===== config.mk =====
export PLATFORM = sky130hd
export DESIGN_NAME = multi_button_press_hold_detector
export DESIGN_NICKNAME = d
export VERILOG_FILES = /design/src/hdl/mbphd_pkg.sv /design/src/hdl/mbphd_lane.sv /design/src/hdl/multi_button_press_hold_detector.sv
export SDC_FILE = /design/constraint.sdc
export NUM_CORES = 1
export LEC_CHECK = 0
export ABC_AREA = 1
export BUFFER_PORTS_ARGS = -buffer_cell sky130_fd_sc_hd__buf_2
export CELL_PAD_IN_SITES_DETAIL_PLACEMENT = 0
export CELL_PAD_IN_SITES_GLOBAL_PLACEMENT = 2
export CORE_ASPECT_RATIO = 0.6
export CORE_MARGIN = 4
export CORE_UTILIZATION = 38
export CTS_BUF_LIST = sky130_fd_sc_hd__clkbuf_2
export DETAILED_ROUTE_END_ITERATION = 10
export GPL_TIMING_DRIVEN = 0
export HOLD_SLACK_MARGIN = 0.06
export PLACE_DENSITY_LB_ADDON = 0.1
export SYNTH_ARGS = -nofsm -noshare
export SYNTH_HDL_FRONTEND = slang
export SYNTH_SLANG_ARGS = --single-unit
export TNS_END_PERCENT = 20

===== constraint.sdc =====
create_clock -name clk -period 2.8 [get_ports clk]
set_input_delay 0.7 -clock clk [delete_from_list [all_inputs] [get_ports clk]]
set_output_delay 0.7 -clock clk [all_outputs]
set_load 0.05 [all_outputs]

===== src/hdl/mbphd_pkg.sv =====
// Shared constants and types for the multi-button press and hold detector.
package mbphd_pkg;

    localparam int BUTTONS          = 7;
    localparam int TIME_WIDTH       = 16;
    localparam int DT_WIDTH         = 10;
    localparam int CFG_DATA_WIDTH   = 16;
    localparam int CFG_INDEX_WIDTH  = 2;

    localparam logic [BUTTONS-1:0]    ENABLE_MASK_RESET = 7'd127;
    localparam logic [BUTTONS-1:0]    IDLE_LEVELS_RESET = 7'd127;
    localparam logic [TIME_WIDTH-1:0] PRESS_THR_RESET   = 16'd100;
    localparam logic [TIME_WIDTH-1:0] LONG_THR_RESET    = 16'd2000;

    typedef enum logic [CFG_INDEX_WIDTH-1:0] {
        REG_ENABLE_MASK = 2'd0,
        REG_IDLE_LEVELS = 2'd1,
        REG_PRESS_THR   = 2'd2,
        REG_LONG_THR    = 2'd3
    } cfg_reg_t;

    typedef struct packed {
        logic press;
        logic hold;
        logic release_ev;
        logic long_release;
    } lane_events_t;

endpackage


===== src/hdl/mbphd_lane.sv =====
// One button lane: pressed flag, pressed-time accumulator and event decode.
module mbphd_lane
(
    input  logic                           clk,
    input  logic                           rst_n,
    input  logic                           advance,
    input  logic                           enable,
    input  logic                           idle_level,
    input  logic                           pin,
    input  logic [mbphd_pkg::DT_WIDTH-1:0]   dt,
    input  logic [mbphd_pkg::TIME_WIDTH-1:0] press_thr,
    input  logic [mbphd_pkg::TIME_WIDTH-1:0] long_thr,
    output mbphd_pkg::lane_events_t        events
);
    import mbphd_pkg::*;

    logic                  pressed_reg;
    logic                  pressed_next;
    logic [TIME_WIDTH-1:0] time_reg;
    logic [TIME_WIDTH-1:0] time_next;
    logic [TIME_WIDTH:0]   time_sum;
    logic                  is_pressed;

    assign is_pressed = (pin != idle_level);
    assign time_sum   = {1'b0, time_reg} + {{(TIME_WIDTH + 1 - DT_WIDTH){1'b0}}, dt};

    always_comb
    begin
        events       = '0;
        pressed_next = pressed_reg;
        time_next    = time_reg;
        if (enable)
        begin
            if (!is_pressed)
            begin
                events.long_release = pressed_reg && (time_reg > long_thr);
                events.release_ev   = pressed_reg && (time_reg > press_thr);
                pressed_next        = 1'b0;
                time_next           = '0;
            end
            else
            begin
                events.press = !pressed_reg;
                events.hold  = (time_reg > press_thr);
                pressed_next = 1'b1;
                // Pressed time sticks at its maximum.
                time_next    = time_sum[TIME_WIDTH] ? {TIME_WIDTH{1'b1}}
                                                    : time_sum[TIME_WIDTH-1:0];
            end
        end
    end

    always_ff @(posedge clk or negedge rst_n)
    begin
        if (!rst_n)
        begin
            pressed_reg <= 1'b0;
            time_reg    <= '0;
        end
        else if (advance)
        begin
            pressed_reg <= pressed_next;
            time_reg    <= time_next;
        end
    end

endmodule


===== src/hdl/multi_button_press_hold_detector.sv =====
// Top level of the multi-button press, hold and release detector.
//
//  Channel   Direction  Handshake           Payload
//  in        input      in_valid/in_ready   pin_levels, elapsed_ms
//  out       output     out_valid/out_ready press/hold/release/long_release_events
//  cfg       input      cfg_we              cfg_index, cfg_data
//
// Each tick beat is taken into an input register and then moves to a result register,
// so one beat is taken every cycle when the output drains.
// The per-button state updates in the cycle the beat moves to the result register.
// Reset clears all button state and loads the default register values.
// A stalled output holds its beat; the input register still takes one more beat.
module multi_button_press_hold_detector
(
    input  logic                                  clk,
    input  logic                                  rst_n,
    input  logic                                  in_valid,
    output logic                                  in_ready,
    input  logic [mbphd_pkg::BUTTONS-1:0]         pin_levels,
    input  logic [mbphd_pkg::DT_WIDTH-1:0]        elapsed_ms,
    output logic                                  out_valid,
    input  logic                                  out_ready,
    output logic [mbphd_pkg::BUTTONS-1:0]         press_events,
    output logic [mbphd_pkg::BUTTONS-1:0]         hold_events,
    output logic [mbphd_pkg::BUTTONS-1:0]         release_events,
    output logic [mbphd_pkg::BUTTONS-1:0]         long_release_events,
    input  logic                                  cfg_we,
    input  logic [mbphd_pkg::CFG_INDEX_WIDTH-1:0] cfg_index,
    input  logic [mbphd_pkg::CFG_DATA_WIDTH-1:0]  cfg_data
);
    import mbphd_pkg::*;

    logic [BUTTONS-1:0]    enable_mask_reg;
    logic [BUTTONS-1:0]    idle_levels_reg;
    logic [TIME_WIDTH-1:0] press_thr_reg;
    logic [TIME_WIDTH-1:0] long_thr_reg;

    logic                  in_valid_reg;
    logic [BUTTONS-1:0]    pins_reg;
    logic [DT_WIDTH-1:0]   dt_reg;

    logic                  out_valid_reg;
    logic [BUTTONS-1:0]    press_reg;
    logic [BUTTONS-1:0]    hold_reg;
    logic [BUTTONS-1:0]    release_reg;
    logic [BUTTONS-1:0]    long_reg;

    logic                  advance;
    lane_events_t          lane_events [BUTTONS];

    assign advance  = in_valid_reg && (!out_valid_reg || out_ready);
    assign in_ready = !in_valid_reg || advance;

    always_ff @(posedge clk or negedge rst_n)
    begin
        if (!rst_n)
        begin
            enable_mask_reg <= ENABLE_MASK_RESET;
            idle_levels_reg <= IDLE_LEVELS_RESET;
            press_thr_reg   <= PRESS_THR_RESET;
            long_thr_reg    <= LONG_THR_RESET;
        end
        else if (cfg_we)
        begin
            unique case (cfg_reg_t'(cfg_index))
                REG_ENABLE_MASK: enable_mask_reg <= cfg_data[BUTTONS-1:0];
                REG_IDLE_LEVELS: idle_levels_reg <= cfg_data[BUTTONS-1:0];
                REG_PRESS_THR:   press_thr_reg   <= cfg_data[TIME_WIDTH-1:0];
                REG_LONG_THR:    long_thr_reg    <= cfg_data[TIME_WIDTH-1:0];
                default:         ;
            endcase
        end
    end

    always_ff @(posedge clk or negedge rst_n)
    begin
        if (!rst_n)
        begin
            in_valid_reg <= 1'b0;
        end
        else if (in_ready)
        begin
            in_valid_reg <= in_valid;
        end
    end

    always_ff @(posedge clk)
    begin
        if (in_valid && in_ready)
        begin
            pins_reg <= pin_levels;
            dt_reg   <= elapsed_ms;
        end
    end

    genvar i;
    generate
        for (i = 0; i < BUTTONS; i++)
        begin : g_lane
            mbphd_lane u_lane
            (
                .clk        (clk),
                .rst_n      (rst_n),
                .advance    (advance),
                .enable     (enable_mask_reg[i]),
                .idle_level (idle_levels_reg[i]),
                .pin        (pins_reg[i]),
                .dt         (dt_reg),
                .press_thr  (press_thr_reg),
                .long_thr   (long_thr_reg),
                .events     (lane_events[i])
            );
        end
    endgenerate

    always_ff @(posedge clk or negedge rst_n)
    begin
        if (!rst_n)
        begin
            out_valid_reg <= 1'b0;
        end
        else if (advance)
        begin
            out_valid_reg <= 1'b1;
        end
        else if (out_ready)
        begin
            out_valid_reg <= 1'b0;
        end
    end

    always_ff @(posedge clk)
    begin
        if (advance)
        begin
            for (int b = 0; b < BUTTONS; b++)
            begin
                press_reg[b]   <= lane_events[b].press;
                hold_reg[b]    <= lane_events[b].hold;
                release_reg[b] <= lane_events[b].release_ev;
                long_reg[b]    <= lane_events[b].long_release;
            end
        end
    end

    assign out_valid           = out_valid_reg;
    assign press_events        = press_reg;
    assign hold_events         = hold_reg;
    assign release_events      = release_reg;
    assign long_release_events = long_reg;

endmodule


==> key figures, run 1 <==
Global routing
  • Pin count of the biggest net entering global routing: 110
  • Vias in the first global route: 17,706
  • Total GRT Usage: 25.6%
  • Global-route wire length before repair: 107,000 µm
  • Total congestion overflow: 0
  • Antenna violations before repair: 3

Floorplan
  • FP Rows: 63
  • Die ar.: 54,600 µm²
  • Core Area: 49,800 µm²
  • Initial Utilization: 38.7%
  • Chip height: 183 µm
  • Die W: 299 µm
  • IO Pins: 70

Setup path
  • Crit. End Element: flip-flop
  • Crit path cell chain: buf_12, buf_4, ha_1, fa_1, nand2_1, nand3_1, nand3_2, nand2_2, a21oi_4, buf_6, nand3_1, nand2_1, nand2_1
  • CP bufs+invs: 3
  • Kind of critical path: reg -> reg
  • Critical Path RT: 3.71 ns
  • Critical path arrival: 3.58 ns
  • Worst Setup Start Kind: flip-flop
  • CP most frequent cell: nand2_1
  • Worst path slowest cell: edfxtp_1
  • Crit-path max FO: 10
  • Delay-heaviest family, CP: simple AND/OR/NAND/NOR gates
  • Crit path largest cell delay: 0.43 ns

Timing
  • RSZ-0062 raised after global routing: no
  • Max transition margin: a little under a third
  • Finish-stage setup viols: 0
  • Post-layout min period: 2.68 ns
  • Final worst-path cycle share: a little over nine tenths
  • Final Slew Violations: 0
  • Actual slew at the worst max-slew pin: 1.02 ns
  • Final hold slack: 0.214 ns
  • Hold Vio Cnt, Final: 0
  • Fmax: 374 MHz
  • Skew final: 0.147 ns

Routing
  • DR iter-0 viols: 1,313
  • DR pass1 iterations: 5
  • DRC: 0
  • Vias: ~18,000
  • Wire per inst: 19.1 µm
  • Routed WL: 69,700 µm
  • Drt via density: 5.03
  • Post-DRT Antenna Nets: 0

Power
  • VDD IR max: between 0.0003 and 0.0004 V
  • Leakage: 0.0121 µW
  • Power Total: around 17,000 µW
  • PwrDens: 786 nW/µm²

Synthesis
  • Flop and latch count out of synthesis: 212
  • Syn_area_per_cell: 7.06 µm²
  • Synth warn: 0
  • Sequential-to-total area share from yosys stat: between 20% and 30%
  • Mapped Area: 19,300 µm²
  • Post-synth cell types: between 40 and 50
  • Area leader, netlist: nand2_1
  • Top cells by area, synth: nand2_1 19%, ha_1 19%, dfrtp_1 19%
  • Synth top area share: 19.3%
  • Synth Instances: 2,733
  • Syn nets: 3,074

Placed design
  • # port buffers: 69
  • Cell Area, Placed: 20,500 µm²
  • Detailed placement HPWL: 50,700 µm
  • Gpl congestion: 0.869

Finish
  • Layout Nets: between 3,000 and 4,000
  • Design area: 21,900 µm²
  • Area grow syn2layout: 13.2%
  • Share of layout cells above drive strength 1: between 10% and 20%
  • Max reg flops: between 100 and 150

Clock network
  • Later-pin clock latency in the skew report: 1.07 ns
  • H-tree Lvls: 2
  • Clock Path Buffers: 3
  • Clock sink count: 212
  • Clock root cell: clkbuf_2
  • Cts bufs inserted: 56
  • Clock slew at reported path FFs: 0.13 ns
  • CTS tree: yes

Hold path
  • Hold Path Class: in -> async

Run status
  • Status: completed

Job
  • Max_cap viols: 0
layout by cell type, fill, tap and decap left out, types with 15 or more instances in the layout:
cell           count
inv_1            358
xnor2_1           40
nand4_1           44
clkinv_1          15
o21ai_0          104
buf_4             18
inv_2             27
ha_1             294
nand2_1          990
buf_2             70
nand3_2           21
dfrtp_1          144
dlygate4sd3_1     42
nand3_1          146
clkbuf_2          76
nor3_1            24
nand2_2           16
dfstp_2           23
a21oi_1          132
nor2_1           185
edfxtp_1          45
worst paths after layout:
check                             startpoint                       endpoint  slack, ns  cells past startpoint
hold reg to reg            press_thr_reg[14]              press_thr_reg[14]       0.50                      2
setup / recovery                   dt_reg[0]  g_lane[6].u_lane.time_reg[15]       0.12                     13
min in group clk               elapsed_ms[2]                      dt_reg[2]       0.35                      2
setup reg to reg                   dt_reg[0]  g_lane[6].u_lane.time_reg[15]       0.12                     13
hold / removal                         rst_n   g_lane[6].u_lane.time_reg[9]       0.21                      2
max in group asynchronous              rst_n   g_lane[4].u_lane.time_reg[0]       1.60                      3
repair_timing:
item / CTS / global route
buffers inserted: 21 / 3
pin swaps: 0 / 1
endpoints found under the hold margin: 173 / 0
endpoints found under the setup margin: 90 / 24
resized for setup: 0 / 2
hold buffers: 42 / 0
where the power goes:
group / switching [µW] / total [µW] / internal [µW]
Clock: 1600 / 2470 / 871
Sequential: 1110 / 5030 / 3920
Combinational: 6110 / 9680 / 3570
Total: 8820 / 17200 / 8370
through the flow:
| stage | TNS [ns] | utilization, % | setup slack (ns) | instances |
|---|---|---|---|---|
| 6_report | 0 | 43.9 | 0.124 | 3659 |
| 4_1_cts | 0 | 43.8 | 0.00237 | 3654 |
| 3_3_place_gp | -332.84 | 41.1 | -2.14 | 3484 |
| 3_5_place_dp | -6.19 | 41.2 | -0.168 | 3485 |
| 5_1_grt | 0 | 43.9 | 0.000873 | 3658 |
| 2_1_floorplan | 0 | - | 0.659 | 2733 |
layer usage:
| layer | GRT usage [%] | part of all wire [%] | routed length (µm) |
|---|---|---|---|
| met2 | 37.6 | 40 | 27900 |
| met5 | 0 | 0 | 0 |
| met1 | 39.7 | 52 | 36500 |
| met4 | 4.74 | 1.5 | 1060 |
| met3 | 3.85 | 6.1 | 4250 |
cell type report:
cell class | instances | area [µm²]
clock buffers | 76 | 380
plain buffers | 30 | 205
clock inverters | 30 | 164
multi-input cells | 2106 | 12100
flip-flops and latches | 212 | 5560
diodes | 2 | 5.00
well taps | 682 | 853
inverters | 385 | 1450
repair buffers | 136 | 1150
fillers | 5162 | 28000
kinds of logic after synthesis:
| group | synth area share, % |
|---|---|
| compound gates | 8.34 |
| xor+xnor | 2.26 |
| fa+ha+maj | 19.8 |
| buf+inv | 8.53 |
| flops | 28.8 |
| simple gates | 32.3 |
synth_stat cells, drive strengths merged:
cell type  instances
nand2           1006
buf               17
xor2               8
nand4             44
o21bai             5
nand3            167
dfstp             23
a21oi            135
inv              385
fa                 7
o22ai              6
ha               294
or2               12
xnor2             41
a21o              14
and2              10
dfrtp            144
nand3b             9
nor4               1
clkbuf            13
edfxtp            45
a21boi            12
nor3              29
o21ai            106
o21a               2
nor2             194
a31oi              4
No activity file was read; power rests on OpenSTA's default activity.
==> inputs of run 2 (changes only) <==
PLACE_DENSITY_LB_ADDON = 0.05   (was 0.1)
==> key figures, run 2 (synthesis gave the netlist of run 1 again) <==
Timing
  • Final worst-path cycle share: 95.4%
  • Final worst setup slack: 0.129 ns
  • Actual slew at the worst max-slew pin: 1.05 ns
  • Post-layout min period: 2.67 ns
  • RSZ-0062 raised after global routing: yes
  • Finish-stage setup viols: 0
  • Max transition margin: 29.6%
  • Skew final: roughly 0.11 ns
  • Setup TNS: 0 ns
  • Final Slew Violations: 0
  • Final hold slack: 0.196 ns
  • Fmax: 374 MHz
  • Hold Vio Cnt, Final: 0

Setup path
  • Crit-path max FO: 10
  • Critical path arrival: 3.47 ns
  • CP startpoint: dt_reg[4]
  • Crit. End Element: flip-flop
  • R2r startpoint: dt_reg[4]
  • Worst Setup Start Kind: flip-flop
  • Crit path cell chain: ha_1, nand2_1, nor2_1, nand3_2, nand2_2, a21boi_4, buf_6, nand3_2, nand2_1, nand2_1
  • Critical Path RT: roughly 3.6 ns
  • Flop-to-flop setup slack: about 0.13 ns
  • Worst path slowest cell: edfxtp_1
  • Crit path largest cell delay: approximately 0.98 ns
  • Kind of critical path: reg -> reg
  • CP most frequent cell: nand2_1

Clock network
  • H-tree Lvls: 2
  • CTS tree: yes
  • Clock Path Buffers: 3
  • Cts bufs inserted: 57
  • Clock slew at reported path FFs: 0.12 ns
  • Later-pin clock latency in the skew report: 1.01 ns
  • Clock sink count: 212
  • Clock root cell: clkbuf_2

Global routing
  • Pin count of the biggest net entering global routing: 101
  • Antenna violations before repair: 6
  • Vias in the first global route: 17,410
  • Global-route wire length before repair: 106,000 µm
  • Total congestion overflow: 0
  • Total GRT Usage: 25.4%

Floorplan
  • Core Area: ~50,000 µm²
  • FP Rows: 63
  • Die W: between 200 and 300 µm
  • Initial Utilization: 38.7%
  • IO Pins: 70
  • Chip height: 183 µm
  • Die ar.: 54,600 µm²

Routing
  • Drt via density: 5.02
  • DR pass1 iterations: 6
  • DR iter-0 viols: ~1,300
  • Wire per inst: 19.0 µm
  • DRC: 0
  • Post-DRT Antenna Nets: 0
  • Vias: 18,331
  • Routed WL: between 60,000 and 70,000 µm

Power
  • PwrDens: approximately 800 nW/µm²
  • Int Power: 8240 µW
  • Clock share of power: 13.8%
  • Logic pwr share: a little under three fifths
  • NetSw: 8760 µW
  • VDD IR max: 0.000356 V
  • Sequential share of power: 29.6%
  • Switching share of power: 51.5%
  • Leakage: 0.0121 µW

Finish
  • Fillers: 5,206
  • Design area: 21,800 µm²
  • Most frequent cells in the layout: 990 x nand2_1, 358 x inv_1, 294 x ha_1
  • Max reg flops: 112
  • Non-Filler Instances: 3,655
  • Commonest non-fill, non-tap cell in the layout: nand2_1
  • Layout Nets: 3,265
  • Area grow syn2layout: 12.8%
  • Share of layout cells above drive strength 1: 10.8%

Placed design
  • Setup WS pre-CTS: -0.221 ns
  • Detailed placement HPWL: 50,600 µm
  • Dpl cells: around 3,500
  • Cell Area, Placed: approximately 21,000 µm²
  • # port buffers: 69
  • Gpl congestion: approximately 0.87

Job
  • Max_cap viols: 0

Hold path
  • Hold_sp: cfg_index[1]
  • Hold Path Class: in -> reg

Run status
  • Status: completed
-- run 2: layout make-up --
type	count	area [µm²]	area share, %
antenna	2	5.00	0.0230
buffer	30	209	0.960
clock buffer	76	380	1.75
clock inverter	30	124	0.569
inverter	385	1450	6.64
multi-input combinational	2106	12100	55.6
sequential	212	5560	25.5
tap	682	853	3.92
timing repair buffer	132	1080	4.97
-- run 2: metal layers --
layer | global-route usage, % | up-vias | wire length, µm
met2 | 37.2 | 497 | 27900
met1 | 38.8 | 8499 | 35800
met3 | 4.39 | 91 | 4400
met4 | 5.66 | 0 | 1500
met5 | 0 | - | 0
li1 | - | 9244 | -
-- run 2: repair_timing --
item / 4_1_cts / 5_1_grt
endpoints found under the hold margin: 132 / 0
setup buffers: 12 / 12
pin swaps: 0 / 1
hold buffers: 38 / 0
gates resized for setup: 0 / 5
setup endpoints to repair: 83 / 47
-- run 2: critical path, delay by kind of cell (launching register included) --
family | cells | cell delay [ns]
flip-flops | 1 | 0.98
adder cells (fa/ha/maj) | 1 | 0.41
AO/OA/AOI/OAI | 1 | 0.33
buffers and inverters | 1 | 0.22
AND/OR/NAND/NOR | 7 | 0.54
-- run 2: power by group through the flow --
stage	Clock [µW]	Combinational (µW)	Sequential (µW)
3_3_place_gp	0	9130	5110
4_1_cts	2440	9500	5040
3_5_place_dp	0	9330	5130
2_1_floorplan	0	6950	4770
5_1_grt	2590	11100	5120
6_report	2340	9630	5020
-- run 2: final timing paths --
check	endpoint	depth (start not counted)
hold / removal	long_thr_reg[15]	4
max in group asynchronous	g_lane[1].u_lane.time_reg[11]	3
setup / recovery	g_lane[2].u_lane.time_reg[10]	10
hold reg to reg	long_thr_reg[8]	2
min in group asynchronous	g_lane[5].u_lane.time_reg[11]	2
setup reg to reg	g_lane[2].u_lane.time_reg[10]	10
-- run 2: stage by stage --
step	util [%]	power (µW)
floorplan	-	11700
global placement	41.1	14200
detailed placement	41.2	14500
CTS	43.3	17000
global route	43.7	18800
finish	43.7	17000
